==> src/design/mgps_pkg.sv <==
// Package with the shared types and constants of the gate pattern sequencer.
`timescale 1ns / 1ps
`default_nettype none

package mgps_pkg;

  localparam int unsigned SAMPLE_IN_W = 12;
  localparam int unsigned ROW_IN_W    = 3;
  localparam int unsigned STEP_IN_W   = 5;
  localparam int unsigned VALUE_IN_W  = 6;
  localparam int unsigned AUX_W       = 2;

  typedef enum logic [1:0] {
    OP_RISE = 2'd0,
    OP_FALL = 2'd1,
    OP_LEN  = 2'd2,
    OP_BIT  = 2'd3
  } op_e;

  typedef enum logic [1:0] {
    AUX_OR  = 2'd0,
    AUX_AND = 2'd1,
    AUX_XOR = 2'd2,
    AUX_NOR = 2'd3
  } aux_e;

  typedef enum logic [1:0] {
    PAIR_A,
    PAIR_B,
    PAIR_OFF
  } pair_e;

  typedef enum logic [1:0] {
    JOB_A_BASE,
    JOB_B,
    JOB_A_IDX
  } job_e;

  typedef enum logic [3:0] {
    S_CLEAR,
    S_IDLE,
    S_DISPATCH,
    S_MUL_A,
    S_MUL_B,
    S_MUL_O,
    S_FIN_O,
    S_MOD_LOAD,
    S_MOD_RUN,
    S_READ,
    S_GATES,
    S_EMIT
  } state_e;

  typedef struct packed {
    op_e                    op;
    logic [SAMPLE_IN_W-1:0] knob_a;
    logic [SAMPLE_IN_W-1:0] knob_b;
    logic [SAMPLE_IN_W-1:0] knob_offset;
    logic [SAMPLE_IN_W-1:0] cv_a;
    logic [SAMPLE_IN_W-1:0] cv_b;
    logic [SAMPLE_IN_W-1:0] cv_offset;
    logic                   grid_select;
    logic [ROW_IN_W-1:0]    table_row;
    logic [STEP_IN_W-1:0]   table_step;
    logic [VALUE_IN_W-1:0]  table_value;
  } item_t;

  typedef struct packed {
    logic gate_aux;
    logic gate_b;
    logic gate_a;
  } gates_t;

  typedef struct packed {
    logic  latch;
    logic  clr_write;
    logic  len_write;
    logic  bit_write;
    logic  gates_clear;
    logic  mul_en;
    pair_e mul_pair;
    logic  fin_en;
    pair_e fin_pair;
    logic  len_load;
    logic  mod_load;
    logic  mod_step;
    job_e  job;
    logic  gates_set;
    logic  emit;
  } cmd_t;

  typedef struct packed {
    logic clr_last;
    op_e  op;
    logic mod_last;
    logic out_free;
  } sts_t;

endpackage

`default_nettype wire

==> src/design/mgps_if.sv <==
// Handshake channel interfaces for items, results and the configuration register.
`timescale 1ns / 1ps
`default_nettype none

interface mgps_in_if;
  import mgps_pkg::*;
  logic                   valid;
  logic                   ready;
  logic [1:0]             op;
  logic [SAMPLE_IN_W-1:0] knob_a;
  logic [SAMPLE_IN_W-1:0] knob_b;
  logic [SAMPLE_IN_W-1:0] knob_offset;
  logic [SAMPLE_IN_W-1:0] cv_a;
  logic [SAMPLE_IN_W-1:0] cv_b;
  logic [SAMPLE_IN_W-1:0] cv_offset;
  logic                   grid_select;
  logic [ROW_IN_W-1:0]    table_row;
  logic [STEP_IN_W-1:0]   table_step;
  logic [VALUE_IN_W-1:0]  table_value;

  modport source (
    output valid, op, knob_a, knob_b, knob_offset, cv_a, cv_b, cv_offset,
    output grid_select, table_row, table_step, table_value,
    input  ready
  );
  modport sink (
    input  valid, op, knob_a, knob_b, knob_offset, cv_a, cv_b, cv_offset,
    input  grid_select, table_row, table_step, table_value,
    output ready
  );
endinterface

interface mgps_out_if;
  logic valid;
  logic ready;
  logic gate_a;
  logic gate_b;
  logic gate_aux;

  modport source (output valid, gate_a, gate_b, gate_aux, input ready);
  modport sink (input valid, gate_a, gate_b, gate_aux, output ready);
endinterface

interface mgps_cfg_if;
  import mgps_pkg::*;
  logic             valid;
  logic             ready;
  logic [AUX_W-1:0] data;

  modport source (output valid, data, input ready);
  modport sink (input valid, data, output ready);
endinterface

`default_nettype wire

==> src/design/mgps_ram.sv <==
// Generic single write port RAM with one registered read port.
`timescale 1ns / 1ps
`default_nettype none

module mgps_ram #(
  parameter int unsigned WIDTH = 1,
  parameter int unsigned DEPTH = 256
) (
  input  logic                     clk_i,
  input  logic                     we_i,
  input  logic [$clog2(DEPTH)-1:0] waddr_i,
  input  logic [WIDTH-1:0]         wdata_i,
  input  logic [$clog2(DEPTH)-1:0] raddr_i,
  output logic [WIDTH-1:0]         rdata_o
);

  logic [WIDTH-1:0] mem_q [DEPTH];
  logic [WIDTH-1:0] rdata_q;

  always_ff @(posedge clk_i) begin
    if (we_i) begin
      mem_q[waddr_i] <= wdata_i;
    end
    rdata_q <= mem_q[raddr_i];
  end

  assign rdata_o = rdata_q;

endmodule

`default_nettype wire

==> src/design/mgps_ctrl.sv <==
// Controller state machine that sequences clearing, loads and the step computation.
`timescale 1ns / 1ps
`default_nettype none

module mgps_ctrl (
  input  logic           clk_i,
  input  logic           rst_ni,
  input  logic           in_valid_i,
  output logic           in_ready_o,
  input  mgps_pkg::sts_t sts_i,
  output mgps_pkg::cmd_t cmd_o
);
  import mgps_pkg::*;

  state_e state_q, state_d;
  job_e   job_q, job_d;

  always_ff @(posedge clk_i or negedge rst_ni) begin
    if (!rst_ni) begin
      state_q <= S_CLEAR;
      job_q   <= JOB_A_BASE;
    end else begin
      state_q <= state_d;
      job_q   <= job_d;
    end
  end

  always_comb begin
    state_d    = state_q;
    job_d      = job_q;
    in_ready_o = 1'b0;
    cmd_o      = '0;
    cmd_o.job  = job_q;
    case (state_q)
      S_CLEAR: begin
        cmd_o.clr_write = 1'b1;
        if (sts_i.clr_last) begin
          state_d = S_IDLE;
        end
      end
      S_IDLE: begin
        in_ready_o = 1'b1;
        if (in_valid_i) begin
          cmd_o.latch = 1'b1;
          state_d     = S_DISPATCH;
        end
      end
      S_DISPATCH: begin
        state_d = S_EMIT;
        case (sts_i.op)
          OP_RISE: state_d = S_MUL_A;
          OP_FALL: cmd_o.gates_clear = 1'b1;
          OP_LEN:  cmd_o.len_write = 1'b1;
          OP_BIT:  cmd_o.bit_write = 1'b1;
          default: state_d = S_EMIT;
        endcase
      end
      S_MUL_A: begin
        cmd_o.mul_en   = 1'b1;
        cmd_o.mul_pair = PAIR_A;
        state_d        = S_MUL_B;
      end
      S_MUL_B: begin
        cmd_o.mul_en   = 1'b1;
        cmd_o.mul_pair = PAIR_B;
        cmd_o.fin_en   = 1'b1;
        cmd_o.fin_pair = PAIR_A;
        state_d        = S_MUL_O;
      end
      S_MUL_O: begin
        cmd_o.mul_en   = 1'b1;
        cmd_o.mul_pair = PAIR_OFF;
        cmd_o.fin_en   = 1'b1;
        cmd_o.fin_pair = PAIR_B;
        state_d        = S_FIN_O;
      end
      S_FIN_O: begin
        cmd_o.fin_en   = 1'b1;
        cmd_o.fin_pair = PAIR_OFF;
        cmd_o.len_load = 1'b1;
        job_d          = JOB_A_BASE;
        state_d        = S_MOD_LOAD;
      end
      S_MOD_LOAD: begin
        cmd_o.mod_load = 1'b1;
        state_d        = S_MOD_RUN;
      end
      S_MOD_RUN: begin
        cmd_o.mod_step = 1'b1;
        if (sts_i.mod_last) begin
          case (job_q)
            JOB_A_BASE: begin
              job_d   = JOB_B;
              state_d = S_MOD_LOAD;
            end
            JOB_B: begin
              job_d   = JOB_A_IDX;
              state_d = S_MOD_LOAD;
            end
            default: state_d = S_READ;
          endcase
        end
      end
      S_READ: begin
        state_d = S_GATES;
      end
      S_GATES: begin
        cmd_o.gates_set = 1'b1;
        state_d         = S_EMIT;
      end
      S_EMIT: begin
        if (sts_i.out_free) begin
          cmd_o.emit = 1'b1;
          state_d    = S_IDLE;
        end
      end
      default: state_d = S_IDLE;
    endcase
  end

`ifndef SYNTHESIS
  a_one_item_in_flight: assert property (@(posedge clk_i) disable iff (!rst_ni)
    (in_valid_i && in_ready_o) |=> !in_ready_o)
    else $error("A second item was taken before the first one finished.");

  a_last_job_reads: assert property (@(posedge clk_i) disable iff (!rst_ni)
    (state_q == S_MOD_RUN && job_q == JOB_A_IDX && sts_i.mod_last) |=> state_q == S_READ)
    else $error("The final modulo job did not lead to the pattern read.");

  a_read_after_jobs: assert property (@(posedge clk_i) disable iff (!rst_ni)
    (state_q == S_READ) |-> (job_q == JOB_A_IDX))
    else $error("The pattern read started before all modulo jobs ran.");
`endif

endmodule

`default_nettype wire

==> src/design/mgps_dp.sv <==
// Datapath with the morph multiplier, the modulo unit, the row stores and the gate registers.
`timescale 1ns / 1ps
`default_nettype none

module mgps_dp #(
  parameter int unsigned MAX_STEPS   = 32,
  parameter int unsigned NUM_ROWS    = 8,
  parameter int unsigned SAMPLE_BITS = 12
) (
  input  logic                       clk_i,
  input  logic                       rst_ni,
  input  mgps_pkg::item_t            item_i,
  input  logic                       cfg_valid_i,
  input  logic [mgps_pkg::AUX_W-1:0] cfg_data_i,
  input  mgps_pkg::cmd_t             cmd_i,
  output mgps_pkg::sts_t             sts_o,
  output logic                       out_valid_o,
  input  logic                       out_ready_i,
  output mgps_pkg::gates_t           out_gates_o
);
  import mgps_pkg::*;

  localparam int unsigned SB     = SAMPLE_BITS;
  localparam int unsigned RowW   = (NUM_ROWS > 1) ? $clog2(NUM_ROWS) : 1;
  localparam int unsigned CntW   = $clog2(MAX_STEPS);
  localparam int unsigned LenW   = $clog2(MAX_STEPS + 1);
  localparam int unsigned ModW   = $clog2(MAX_STEPS + 15);
  localparam int unsigned BitW   = $clog2(ModW);
  localparam int unsigned Depth  = NUM_ROWS * MAX_STEPS;
  localparam int unsigned AddrW  = $clog2(Depth);
  localparam int unsigned ProdW  = SB + 16;
  localparam int unsigned TPadW  = 17 - SB;
  localparam int unsigned RowCW  = ROW_IN_W + 1;
  localparam int unsigned StepCW = STEP_IN_W + 2;

  localparam logic [RowCW-1:0]  NumRowsC  = RowCW'(NUM_ROWS);
  localparam logic [StepCW-1:0] MaxStepsC = StepCW'(MAX_STEPS);
  localparam logic [LenW-1:0]   MaxLen    = LenW'(MAX_STEPS);
  localparam logic [AddrW-1:0]  RowStride = AddrW'(MAX_STEPS);
  localparam logic [AddrW-1:0]  LastAddr  = AddrW'(Depth - 1);
  localparam logic [BitW-1:0]   LastBit   = BitW'(ModW - 1);

  function automatic logic [RowW-1:0] row_of(input logic [SB-1:0] m);
    logic [SB+3:0] scaled;
    logic [3:0]    full;
    scaled = (SB + 4)'(m) * (SB + 4)'(NUM_ROWS);
    full   = scaled[SB+3:SB];
    if (full >= 4'(NUM_ROWS)) begin
      full = 4'(NUM_ROWS - 1);
    end
    return RowW'(full);
  endfunction

  item_t            item_q;
  aux_e             aux_q;
  logic [AddrW-1:0] clr_q;
  logic [LenW-1:0]  a_len_q [NUM_ROWS];
  logic [LenW-1:0]  b_len_q [NUM_ROWS];
  logic [SB-1:0]    prod_hi_q, lo_q;
  logic [RowW-1:0]  ra_q, rb_q;
  logic [3:0]       off_q;
  logic [LenW-1:0]  la_q, lb_q;
  logic [ModW-1:0]  mx_q;
  logic [LenW-1:0]  rem_q;
  logic [BitW-1:0]  bit_q;
  logic [CntW-1:0]  amod_q, ib_q, ia_q;
  logic [CntW-1:0]  a_cnt_q, b_cnt_q;
  gates_t           gate_q, out_q;
  logic             out_valid_q;

  logic [SB-1:0]    knob_s, cv_s, inv, diff, lo, m;
  logic [15:0]      t;
  logic [ProdW-1:0] prod;
  logic [LenW-1:0]  len_v, mod_div, rem_n;
  logic [LenW:0]    rem_sh, rem_sub;
  logic [ModW-1:0]  mod_x;
  logic             row_ok, step_ok, out_free;
  logic [RowW-1:0]  row_idx;
  logic [AddrW-1:0] bit_addr, waddr, a_raddr, b_raddr;
  logic             a_we, b_we;
  logic [0:0]       wdata, a_rd, b_rd;
  logic [LenW-1:0]  a_inc, b_inc;
  logic [CntW-1:0]  a_next, b_next;
  logic             aux_v;

  // Morph of one knob and CV pair: both halves share one multiply.
  always_comb begin
    case (cmd_i.mul_pair)
      PAIR_A: begin
        knob_s = SB'(item_q.knob_a);
        cv_s   = SB'(item_q.cv_a);
      end
      PAIR_B: begin
        knob_s = SB'(item_q.knob_b);
        cv_s   = SB'(item_q.cv_b);
      end
      default: begin
        knob_s = SB'(item_q.knob_offset);
        cv_s   = SB'(item_q.cv_offset);
      end
    endcase
    inv  = ~cv_s;
    t    = {inv[SB-2:0], {TPadW{1'b0}}};
    diff = inv[SB-1] ? ~knob_s : knob_s;
    lo   = inv[SB-1] ? knob_s : '0;
    prod = ProdW'(diff) * ProdW'(t);
  end

  assign m = lo_q + prod_hi_q;

  always_comb begin
    row_ok  = RowCW'(item_q.table_row) < NumRowsC;
    step_ok = StepCW'(item_q.table_step) < MaxStepsC;
    row_idx = RowW'(item_q.table_row);
    if (item_q.table_value == '0) begin
      len_v = LenW'(1);
    end else if (StepCW'(item_q.table_value) > MaxStepsC) begin
      len_v = MaxLen;
    end else begin
      len_v = LenW'(item_q.table_value);
    end
  end

  // Restoring modulo, one dividend bit per cycle.
  always_comb begin
    mod_div = (cmd_i.job == JOB_B) ? lb_q : la_q;
    case (cmd_i.job)
      JOB_A_BASE: mod_x = ModW'(a_cnt_q);
      JOB_B:      mod_x = ModW'(b_cnt_q);
      default:    mod_x = ModW'(amod_q) + ModW'(off_q);
    endcase
    rem_sh  = {rem_q, mx_q[ModW-1]};
    rem_sub = rem_sh - {1'b0, mod_div};
    rem_n   = (rem_sh >= {1'b0, mod_div}) ? LenW'(rem_sub) : LenW'(rem_sh);
  end

  always_comb begin
    bit_addr = AddrW'(item_q.table_row) * RowStride + AddrW'(item_q.table_step);
    waddr    = cmd_i.clr_write ? clr_q : bit_addr;
    wdata    = cmd_i.clr_write ? 1'b0 : (item_q.table_value != '0);
    a_we     = cmd_i.clr_write ||
               (cmd_i.bit_write && row_ok && step_ok && !item_q.grid_select);
    b_we     = cmd_i.clr_write ||
               (cmd_i.bit_write && row_ok && step_ok && item_q.grid_select);
    a_raddr  = AddrW'(ra_q) * RowStride + AddrW'(ia_q);
    b_raddr  = AddrW'(rb_q) * RowStride + AddrW'(ib_q);
  end

  always_comb begin
    a_inc  = LenW'(amod_q) + LenW'(1);
    b_inc  = LenW'(ib_q) + LenW'(1);
    a_next = (a_inc == la_q) ? '0 : CntW'(a_inc);
    b_next = (b_inc == lb_q) ? '0 : CntW'(b_inc);
    case (aux_q)
      AUX_OR:  aux_v = a_rd[0] | b_rd[0];
      AUX_AND: aux_v = a_rd[0] & b_rd[0];
      AUX_XOR: aux_v = a_rd[0] ^ b_rd[0];
      default: aux_v = ~(a_rd[0] | b_rd[0]);
    endcase
  end

  mgps_ram #(
    .WIDTH(1),
    .DEPTH(Depth)
  ) u_ram_a (
    .clk_i   (clk_i),
    .we_i    (a_we),
    .waddr_i (waddr),
    .wdata_i (wdata),
    .raddr_i (a_raddr),
    .rdata_o (a_rd)
  );

  mgps_ram #(
    .WIDTH(1),
    .DEPTH(Depth)
  ) u_ram_b (
    .clk_i   (clk_i),
    .we_i    (b_we),
    .waddr_i (waddr),
    .wdata_i (wdata),
    .raddr_i (b_raddr),
    .rdata_o (b_rd)
  );

  always_ff @(posedge clk_i) begin
    if (cmd_i.latch) begin
      item_q <= item_i;
    end
    if (cmd_i.mul_en) begin
      prod_hi_q <= prod[ProdW-1:16];
      lo_q      <= lo;
    end
    if (cmd_i.fin_en) begin
      case (cmd_i.fin_pair)
        PAIR_A:  ra_q <= row_of(m);
        PAIR_B:  rb_q <= row_of(m);
        default: off_q <= m[SB-1 -: 4];
      endcase
    end
    if (cmd_i.len_load) begin
      la_q <= a_len_q[ra_q];
      lb_q <= b_len_q[rb_q];
    end
    if (cmd_i.mod_load) begin
      mx_q  <= mod_x;
      rem_q <= '0;
      bit_q <= LastBit;
    end else if (cmd_i.mod_step) begin
      mx_q  <= {mx_q[ModW-2:0], 1'b0};
      rem_q <= rem_n;
      bit_q <= bit_q - BitW'(1);
      if (bit_q == '0) begin
        case (cmd_i.job)
          JOB_A_BASE: amod_q <= CntW'(rem_n);
          JOB_B:      ib_q <= CntW'(rem_n);
          default:    ia_q <= CntW'(rem_n);
        endcase
      end
    end
    if (cmd_i.emit) begin
      out_q <= gate_q;
    end
  end

  always_ff @(posedge clk_i or negedge rst_ni) begin
    if (!rst_ni) begin
      aux_q       <= AUX_OR;
      clr_q       <= '0;
      a_cnt_q     <= '0;
      b_cnt_q     <= '0;
      gate_q      <= '0;
      out_valid_q <= 1'b0;
      for (int r = 0; r < NUM_ROWS; r++) begin
        a_len_q[r] <= LenW'(1);
        b_len_q[r] <= LenW'(1);
      end
    end else begin
      if (cfg_valid_i) begin
        aux_q <= aux_e'(cfg_data_i);
      end
      if (cmd_i.clr_write) begin
        clr_q <= clr_q + AddrW'(1);
      end
      if (cmd_i.len_write && row_ok) begin
        if (item_q.grid_select) begin
          b_len_q[row_idx] <= len_v;
        end else begin
          a_len_q[row_idx] <= len_v;
        end
      end
      if (cmd_i.gates_set) begin
        a_cnt_q <= a_next;
        b_cnt_q <= b_next;
        gate_q  <= '{gate_aux: aux_v, gate_b: b_rd[0], gate_a: a_rd[0]};
      end else if (cmd_i.gates_clear) begin
        gate_q <= '0;
      end
      if (cmd_i.emit) begin
        out_valid_q <= 1'b1;
      end else if (out_ready_i) begin
        out_valid_q <= 1'b0;
      end
    end
  end

  assign out_free       = !out_valid_q || out_ready_i;
  assign sts_o.clr_last = (clr_q == LastAddr);
  assign sts_o.op       = item_q.op;
  assign sts_o.mod_last = (bit_q == '0);
  assign sts_o.out_free = out_free;
  assign out_valid_o    = out_valid_q;
  assign out_gates_o    = out_q;

`ifndef SYNTHESIS
  a_a_count_wraps: assert property (@(posedge clk_i) disable iff (!rst_ni)
    cmd_i.gates_set |=> LenW'(a_cnt_q) < la_q)
    else $error("Track A step count left its row length.");

  a_b_count_wraps: assert property (@(posedge clk_i) disable iff (!rst_ni)
    cmd_i.gates_set |=> LenW'(b_cnt_q) < lb_q)
    else $error("Track B step count left its row length.");

  a_rem_bound: assert property (@(posedge clk_i) disable iff (!rst_ni)
    cmd_i.mod_step |=> rem_q < $past(mod_div))
    else $error("Modulo remainder is not below the divisor.");

  a_result_from_emit: assert property (@(posedge clk_i) disable iff (!rst_ni)
    $rose(out_valid_q) |-> $past(cmd_i.emit))
    else $error("A result appeared without an emit command.");
`endif

endmodule

`default_nettype wire

==> src/design/morphing_gate_pattern_sequencer_core.sv <==
// Top level of the morphing two-track gate pattern sequencer.
//
//   Channel  Dir  Handshake            Carries
//   in_i     in   in_i.valid/ready     op, knobs, CV samples, store load fields
//   out_o    out  out_o.valid/ready    gate_a, gate_b, gate_aux
//   cfg_i    in   cfg_i.valid/ready    aux_logic_mode (ready is always high)
//
// A clock rising item runs the morph multiply for track A, track B and the offset,
// then the shared bit-serial modulo unit three times, each run over MOD_W =
// clog2(MAX_STEPS+15) dividend bits, then the pattern read; other items skip them.
// After reset every entry of both pattern RAMs is cleared before the
// first item is accepted. One item is in work at a time; a result waiting on out_o
// holds back only the end of the next item.
`timescale 1ns / 1ps
`default_nettype none

module morphing_gate_pattern_sequencer_core #(
  parameter int unsigned MAX_STEPS   = 32,
  parameter int unsigned NUM_ROWS    = 8,
  parameter int unsigned SAMPLE_BITS = 12
) (
  input logic        clk_i,
  input logic        rst_ni,
  mgps_in_if.sink    in_i,
  mgps_out_if.source out_o,
  mgps_cfg_if.sink   cfg_i
);
  import mgps_pkg::*;

  item_t  item;
  cmd_t   cmd;
  sts_t   sts;
  gates_t out_gates;
  logic   in_ready;
  logic   out_valid;

  assign item.op          = op_e'(in_i.op);
  assign item.knob_a      = in_i.knob_a;
  assign item.knob_b      = in_i.knob_b;
  assign item.knob_offset = in_i.knob_offset;
  assign item.cv_a        = in_i.cv_a;
  assign item.cv_b        = in_i.cv_b;
  assign item.cv_offset   = in_i.cv_offset;
  assign item.grid_select = in_i.grid_select;
  assign item.table_row   = in_i.table_row;
  assign item.table_step  = in_i.table_step;
  assign item.table_value = in_i.table_value;

  assign in_i.ready    = in_ready;
  assign cfg_i.ready   = 1'b1;
  assign out_o.valid   = out_valid;
  assign out_o.gate_a  = out_gates.gate_a;
  assign out_o.gate_b  = out_gates.gate_b;
  assign out_o.gate_aux = out_gates.gate_aux;

  mgps_ctrl u_ctrl (
    .clk_i      (clk_i),
    .rst_ni     (rst_ni),
    .in_valid_i (in_i.valid),
    .in_ready_o (in_ready),
    .sts_i      (sts),
    .cmd_o      (cmd)
  );

  mgps_dp #(
    .MAX_STEPS   (MAX_STEPS),
    .NUM_ROWS    (NUM_ROWS),
    .SAMPLE_BITS (SAMPLE_BITS)
  ) u_dp (
    .clk_i       (clk_i),
    .rst_ni      (rst_ni),
    .item_i      (item),
    .cfg_valid_i (cfg_i.valid),
    .cfg_data_i  (cfg_i.data),
    .cmd_i       (cmd),
    .sts_o       (sts),
    .out_valid_o (out_valid),
    .out_ready_i (out_o.ready),
    .out_gates_o (out_gates)
  );

endmodule

`default_nettype wire
==> src/flat_wrapper.sv <==
// flat-port wrapper written by rule: the top's interface ports become plain ports
module morphing_gate_pattern_sequencer_core_flat import mgps_pkg::*;
#(
  parameter int unsigned MAX_STEPS   = 32,
  parameter int unsigned NUM_ROWS    = 8,
  parameter int unsigned SAMPLE_BITS = 12
)
  (clk_i, rst_ni, in_i_valid, in_i_op, in_i_knob_a, in_i_knob_b, in_i_knob_offset, in_i_cv_a, in_i_cv_b, in_i_cv_offset, in_i_grid_select, in_i_table_row, in_i_table_step, in_i_table_value, in_i_ready, out_o_valid, out_o_gate_a, out_o_gate_b, out_o_gate_aux, out_o_ready, cfg_i_valid, cfg_i_data, cfg_i_ready);
  mgps_in_if in_i_i ();
  mgps_out_if out_o_i ();
  mgps_cfg_if cfg_i_i ();
  input logic clk_i;
  input logic rst_ni;
  input wire logic [$bits(in_i_i.valid)-1:0] in_i_valid;
  input wire logic [$bits(in_i_i.op)-1:0] in_i_op;
  input wire logic [$bits(in_i_i.knob_a)-1:0] in_i_knob_a;
  input wire logic [$bits(in_i_i.knob_b)-1:0] in_i_knob_b;
  input wire logic [$bits(in_i_i.knob_offset)-1:0] in_i_knob_offset;
  input wire logic [$bits(in_i_i.cv_a)-1:0] in_i_cv_a;
  input wire logic [$bits(in_i_i.cv_b)-1:0] in_i_cv_b;
  input wire logic [$bits(in_i_i.cv_offset)-1:0] in_i_cv_offset;
  input wire logic [$bits(in_i_i.grid_select)-1:0] in_i_grid_select;
  input wire logic [$bits(in_i_i.table_row)-1:0] in_i_table_row;
  input wire logic [$bits(in_i_i.table_step)-1:0] in_i_table_step;
  input wire logic [$bits(in_i_i.table_value)-1:0] in_i_table_value;
  output wire logic [$bits(in_i_i.ready)-1:0] in_i_ready;
  output wire logic [$bits(out_o_i.valid)-1:0] out_o_valid;
  output wire logic [$bits(out_o_i.gate_a)-1:0] out_o_gate_a;
  output wire logic [$bits(out_o_i.gate_b)-1:0] out_o_gate_b;
  output wire logic [$bits(out_o_i.gate_aux)-1:0] out_o_gate_aux;
  input wire logic [$bits(out_o_i.ready)-1:0] out_o_ready;
  input wire logic [$bits(cfg_i_i.valid)-1:0] cfg_i_valid;
  input wire logic [$bits(cfg_i_i.data)-1:0] cfg_i_data;
  output wire logic [$bits(cfg_i_i.ready)-1:0] cfg_i_ready;
  assign in_i_i.valid = in_i_valid;
  assign in_i_i.op = in_i_op;
  assign in_i_i.knob_a = in_i_knob_a;
  assign in_i_i.knob_b = in_i_knob_b;
  assign in_i_i.knob_offset = in_i_knob_offset;
  assign in_i_i.cv_a = in_i_cv_a;
  assign in_i_i.cv_b = in_i_cv_b;
  assign in_i_i.cv_offset = in_i_cv_offset;
  assign in_i_i.grid_select = in_i_grid_select;
  assign in_i_i.table_row = in_i_table_row;
  assign in_i_i.table_step = in_i_table_step;
  assign in_i_i.table_value = in_i_table_value;
  assign in_i_ready = in_i_i.ready;
  assign out_o_valid = out_o_i.valid;
  assign out_o_gate_a = out_o_i.gate_a;
  assign out_o_gate_b = out_o_i.gate_b;
  assign out_o_gate_aux = out_o_i.gate_aux;
  assign out_o_i.ready = out_o_ready;
  assign cfg_i_i.valid = cfg_i_valid;
  assign cfg_i_i.data = cfg_i_data;
  assign cfg_i_ready = cfg_i_i.ready;
  morphing_gate_pattern_sequencer_core #(.MAX_STEPS(MAX_STEPS), .NUM_ROWS(NUM_ROWS), .SAMPLE_BITS(SAMPLE_BITS)) u_core (.clk_i(clk_i), .rst_ni(rst_ni), .in_i(in_i_i), .out_o(out_o_i), .cfg_i(cfg_i_i));
endmodule
==> config.mk <==
export PLATFORM = sky130hd
export DESIGN_NAME = morphing_gate_pattern_sequencer_core_flat
export DESIGN_NICKNAME = d
export VERILOG_FILES = /design/src/design/mgps_pkg.sv /design/src/design/mgps_if.sv /design/src/design/mgps_ram.sv /design/src/design/mgps_ctrl.sv /design/src/design/mgps_dp.sv /design/src/design/morphing_gate_pattern_sequencer_core.sv /design/src/flat_wrapper.sv
export SDC_FILE = /design/constraint.sdc
export NUM_CORES = 2
export LEC_CHECK = 0
export ABC_AREA = 1
export BUFFER_PORTS_ARGS = -buffer_cell sky130_fd_sc_hd__buf_2
export CORE_MARGIN = 5
export CORE_UTILIZATION = 55
export CTS_CLUSTER_DIAMETER = 40
export CTS_CLUSTER_SIZE = 14
export DETAILED_ROUTE_END_ITERATION = 10
export PLACE_DENSITY = 0.75
export SETUP_SLACK_MARGIN = 0.1
export SLEW_MARGIN = 20
export SYNTH_ARGS = -nofsm -noshare
export SYNTH_HDL_FRONTEND = slang
export SYNTH_SLANG_ARGS = --single-unit
==> constraint.sdc <==
create_clock -name clk_i -period 11.48 [get_ports clk_i]
set_clock_uncertainty 0.15 [all_clocks]
set_input_delay 0.574 -clock clk_i [delete_from_list [all_inputs] [get_ports clk_i]]
set_output_delay 0.574 -clock clk_i [all_outputs]
set_load 0.005 [all_outputs]
==> results by group <==
Routing
  – Antenna-violating nets left: 0
  – Routed WL per cell: 21.6 µm
  – Drt via density: between 5 and 6
  – Pre-Repair DR Iteration Count: 11
  – DR iter-0 viols: just over 4,000
  – Vias: 32,100
  – DRC Markers: 0
  – Total Wirelength: 117,000 µm

CTS
  – Hold buffers post-CTS: 97
  – Post-CTS Resized: 0
  – Setup bufs post-CTS: 0
  – Clk buf depth: 3
  – Clock Sink Count: 808
  – TritonCTS clock tree: built
  – Num CTS Buffers: 106
  – Clk Latency, worst-skew pair: between 0.6 and 0.7 ns
  – Root Buffer: clkbuf_16
  – Htree depth: 3
  – Clock-pin slew on the worst setup and hold paths: 0.06 ns

Synthesis
  – Syn nets: 4,511
  – Yosys warnings: 0
  – Post-synth top flop: edfxtp_1
  – Post-synth top area cell: edfxtp_1
  – Yosys cell types: 57
  – Top cell type's share of synthesized area: 49.1%
  – Number of synthesized flops with an enable pin: 671
  – Post-synthesis register bit count: 808
  – Post-synth ARST share: approximately 16%
  – Synthesized area: 41,000 µm²
  – Mapped Cells: approximately 4,200
  – Top cells by area, synth: edfxtp_1 49%, nor2_1 9.3%, dfrtp_1 6.7%, nand2_1 6.3%, o21ai_0 5.4%
  – Seq/Total Area, Yosys: 57.4%
  – Mean Syn Cell Area: 9.67 µm²

Critical path
  – Crit-path most repeated cell: nand2_1
  – CP required: around 12 ns
  – Arrival time at the worst endpoint: 7.95 ns
  – Crit. End Element: register
  – Crit path max fanout: 25
  – Crit-path cells: inv_1 -> nand3_2 -> nand2_1 -> nand2_1 -> nor2_1 -> nor2_1 -> nor2_1 -> inv_1 -> nor2_1 -> fa_1 -> fa_1 -> fa_1 -> fa_1 -> inv_1 -> fa_1 -> inv_1 -> ha_1 -> nand2_1 -> nor4_1 -> o211ai_1 -> nand2_1 -> nand2_1 -> nand3b_1 -> nand2_1
  – CP max stage delay: roughly 0.73 ns
  – Worst R2R Path Depth: 24
  – CP max stage cell: nor2_1
  – Worst reg-to-reg setup slack: 3.78 ns
  – Worst setup SP type: register
  – CP Class: reg2reg

Global routing
  – Largest net degree at the start of global routing: 216
  – First-pass GRT wire length: ~180,000 µm
  – Initial antenna violation count: 5
  – Number of global-route vias before repair: 31,600
  – Gr ovfl total: 0
  – Gr usage total: ~29%

Placed design
  – # port buffers: 100
  – RePlAce Congestion: 0.925
  – Post-DP HPWL: 67,000 µm

Layout
  – Area delta synth->final: 14.1%
  – Ratio of cells with drive above 1 in the final layout: 9.61%
  – Final #Nets: roughly 4,600

Floorplan
  – I/O pin cnt: 102
  – Die X: 283 µm
  – # rows: 100
  – Full die area: 80,100 µm²
  – Chip Height: around 280 µm
  – Core Box Area: roughly 74,000 µm²
  – Initial core utilization: a little under three fifths

STA
  – RSZ-0062 raised after global routing: false
  – Setup TNS: 0 ns
  – Pins Over Slew Limit: 0
  – Slew at the pin closest to its max-slew limit: 1.18 ns
  – Final period utilization: 67.1%
  – F_max: 130 MHz
  – Tmin final: 7.70 ns
  – Slew headroom: between 20% and 30%
  – Count of final setup violators: 0
  – Final Hold Vio Count: 0

Outcome
  – Status: completed

Flow run
  – Max cap viols: 0

Hold path
  – Hold Crit Depth: 5
  – Worst min-delay path class: in2reg
per-layer routing:
layer	wire [µm]	part of all wire [%]	track usage (%)
met1	45000	39	38.3
met5	25	0.021	0
met3	13700	12	6.70
met2	53800	46	45.7
met4	4380	3.7	11.0
synthesized netlist by cell type (18+ instances only):
cell,n
buf_2,25
nand2_1,687
ha_1,85
o21ai_0,441
inv_1,279
nor3_1,18
o221ai_1,35
a21oi_1,51
nand3_1,129
o22ai_1,110
nor2_1,1015
clkbuf_1,186
nor2_4,35
dfrtp_1,110
fa_1,90
edfxtp_1,671
buf_4,19
o211ai_1,32
xor2_1,22
o21ai_1,24
state kept, by name, indices dropped and copies added, names as in the netlist, 4 cells and up:
signal                     count
u_core.u_ctrl.state_q          4
u_core.u_dp.off_q              4
u_core.u_dp.rem_q              6
u_core.u_dp.la_q               6
u_core.u_dp.ia_q               5
u_core.u_dp.a_len_q           48
u_core.u_dp.lo_q              12
u_core.u_dp.clr_q              8
u_core.u_dp.amod_q             5
u_core.u_dp.mx_q               6
u_core.u_dp.prod_hi_q         12
u_core.u_dp.ib_q               5
u_core.u_dp.b_cnt_q            5
u_core.u_dp.b_len_q           48
u_core.u_dp.lb_q               6
u_core.u_dp.u_ram_a.mem_q    256
u_core.u_dp.u_ram_b.mem_q    256
u_core.u_dp.item_q            84
u_core.u_dp.a_cnt_q            5
cells by family after synthesis:
kind of cell             Yosys count  share of synthesized area (%)
multiplexers                       1                         0.0244
AND/OR/NAND/NOR                 1932                           19.2
other                              1                        0.00915
XOR/XNOR                          31                          0.662
buffers and inverters            543                           5.24
AO/OA/AOI/OAI                    749                           10.5
adder cells (fa/ha/maj)          175                           6.99
flip-flops                       808                           57.4
final timing paths:
kind | startpoint | endpoint
max | u_core.u_ctrl.state_q[3]$_DFFE_PN0P_ | u_core.u_dp.prod_hi_q[11]$_DFFE_PP_
min | in_i_valid | u_core.u_ctrl.state_q[2]$_DFFE_PN0P_
max reg2reg | u_core.u_ctrl.state_q[3]$_DFFE_PN0P_ | u_core.u_dp.prod_hi_q[11]$_DFFE_PP_
min reg2reg | u_core.u_dp.gate_q[2]$_DFFE_PN0P_ | u_core.u_dp.out_gates_o[2]$_DFFE_PP_
max in group asynchronous | rst_ni | u_core.u_ctrl.state_q[0]$_DFFE_PN0P_
min in group asynchronous | rst_ni | u_core.u_dp.b_len_q[46]$_DFFE_PN0P_
placed cells by master, fill, tap and decap left out, types with 38 or more instances in the layout:
cell	netlist	layout
fa_1	90	90
edfxtp_1	671	671
nor2_1	1015	1015
o21ai_0	441	441
nand3_1	129	129
buf_4	19	38
nand2_1	687	687
clkbuf_16	0	106
buf_2	25	99
inv_1	279	275
o22ai_1	110	110
dfrtp_1	110	110
ha_1	85	85
dlygate4sd3_1	0	97
a21oi_1	51	49
layout make-up:
class                   count  area (µm²)
multi-input cells        2889       15300
inverters                 300        1140
well taps                 969        1210
flip-flops and latches    808       23500
fillers                  5852       27400
clock buffers             115        2700
diodes                      2        5.00
clock inverters            83        1010
repair buffers            237        1820
through the flow:
| step | area (µm²) | setup WS (ns) | util [%] | hold WS, ns | cells |
|---|---|---|---|---|---|
| 5_1_grt | 46800 | 3.25 | 63.0 | 0.285 | 5402 |
| 3_3_place_gp | 42100 | 4.02 | 56.7 | 0.290 | 5105 |
| 2_1_floorplan | 41000 | 3.53 | - | 0.128 | 4240 |
| 3_5_place_dp | 42100 | 3.85 | 56.7 | 0.294 | 5105 |
| 6_report | 46800 | 3.78 | 63.0 | 0.274 | 5403 |
| 4_1_cts | 46700 | 3.83 | 63.0 | 0.261 | 5400 |
worst max-delay path, delay by kind of cell, from the launching register on:
| family | cells | cell delay [ns] |
|---|---|---|
| compound gates | 1 | 0.12 |
| simple gates | 13 | 3.43 |
| buf+inv | 4 | 0.49 |
| flops | 1 | 0.43 |
| fa+ha+maj | 6 | 2.81 |
Power is left out: the tool's default activity adds up to more than one toggle a clock period on the data nets, which glitch-free logic cannot reach.
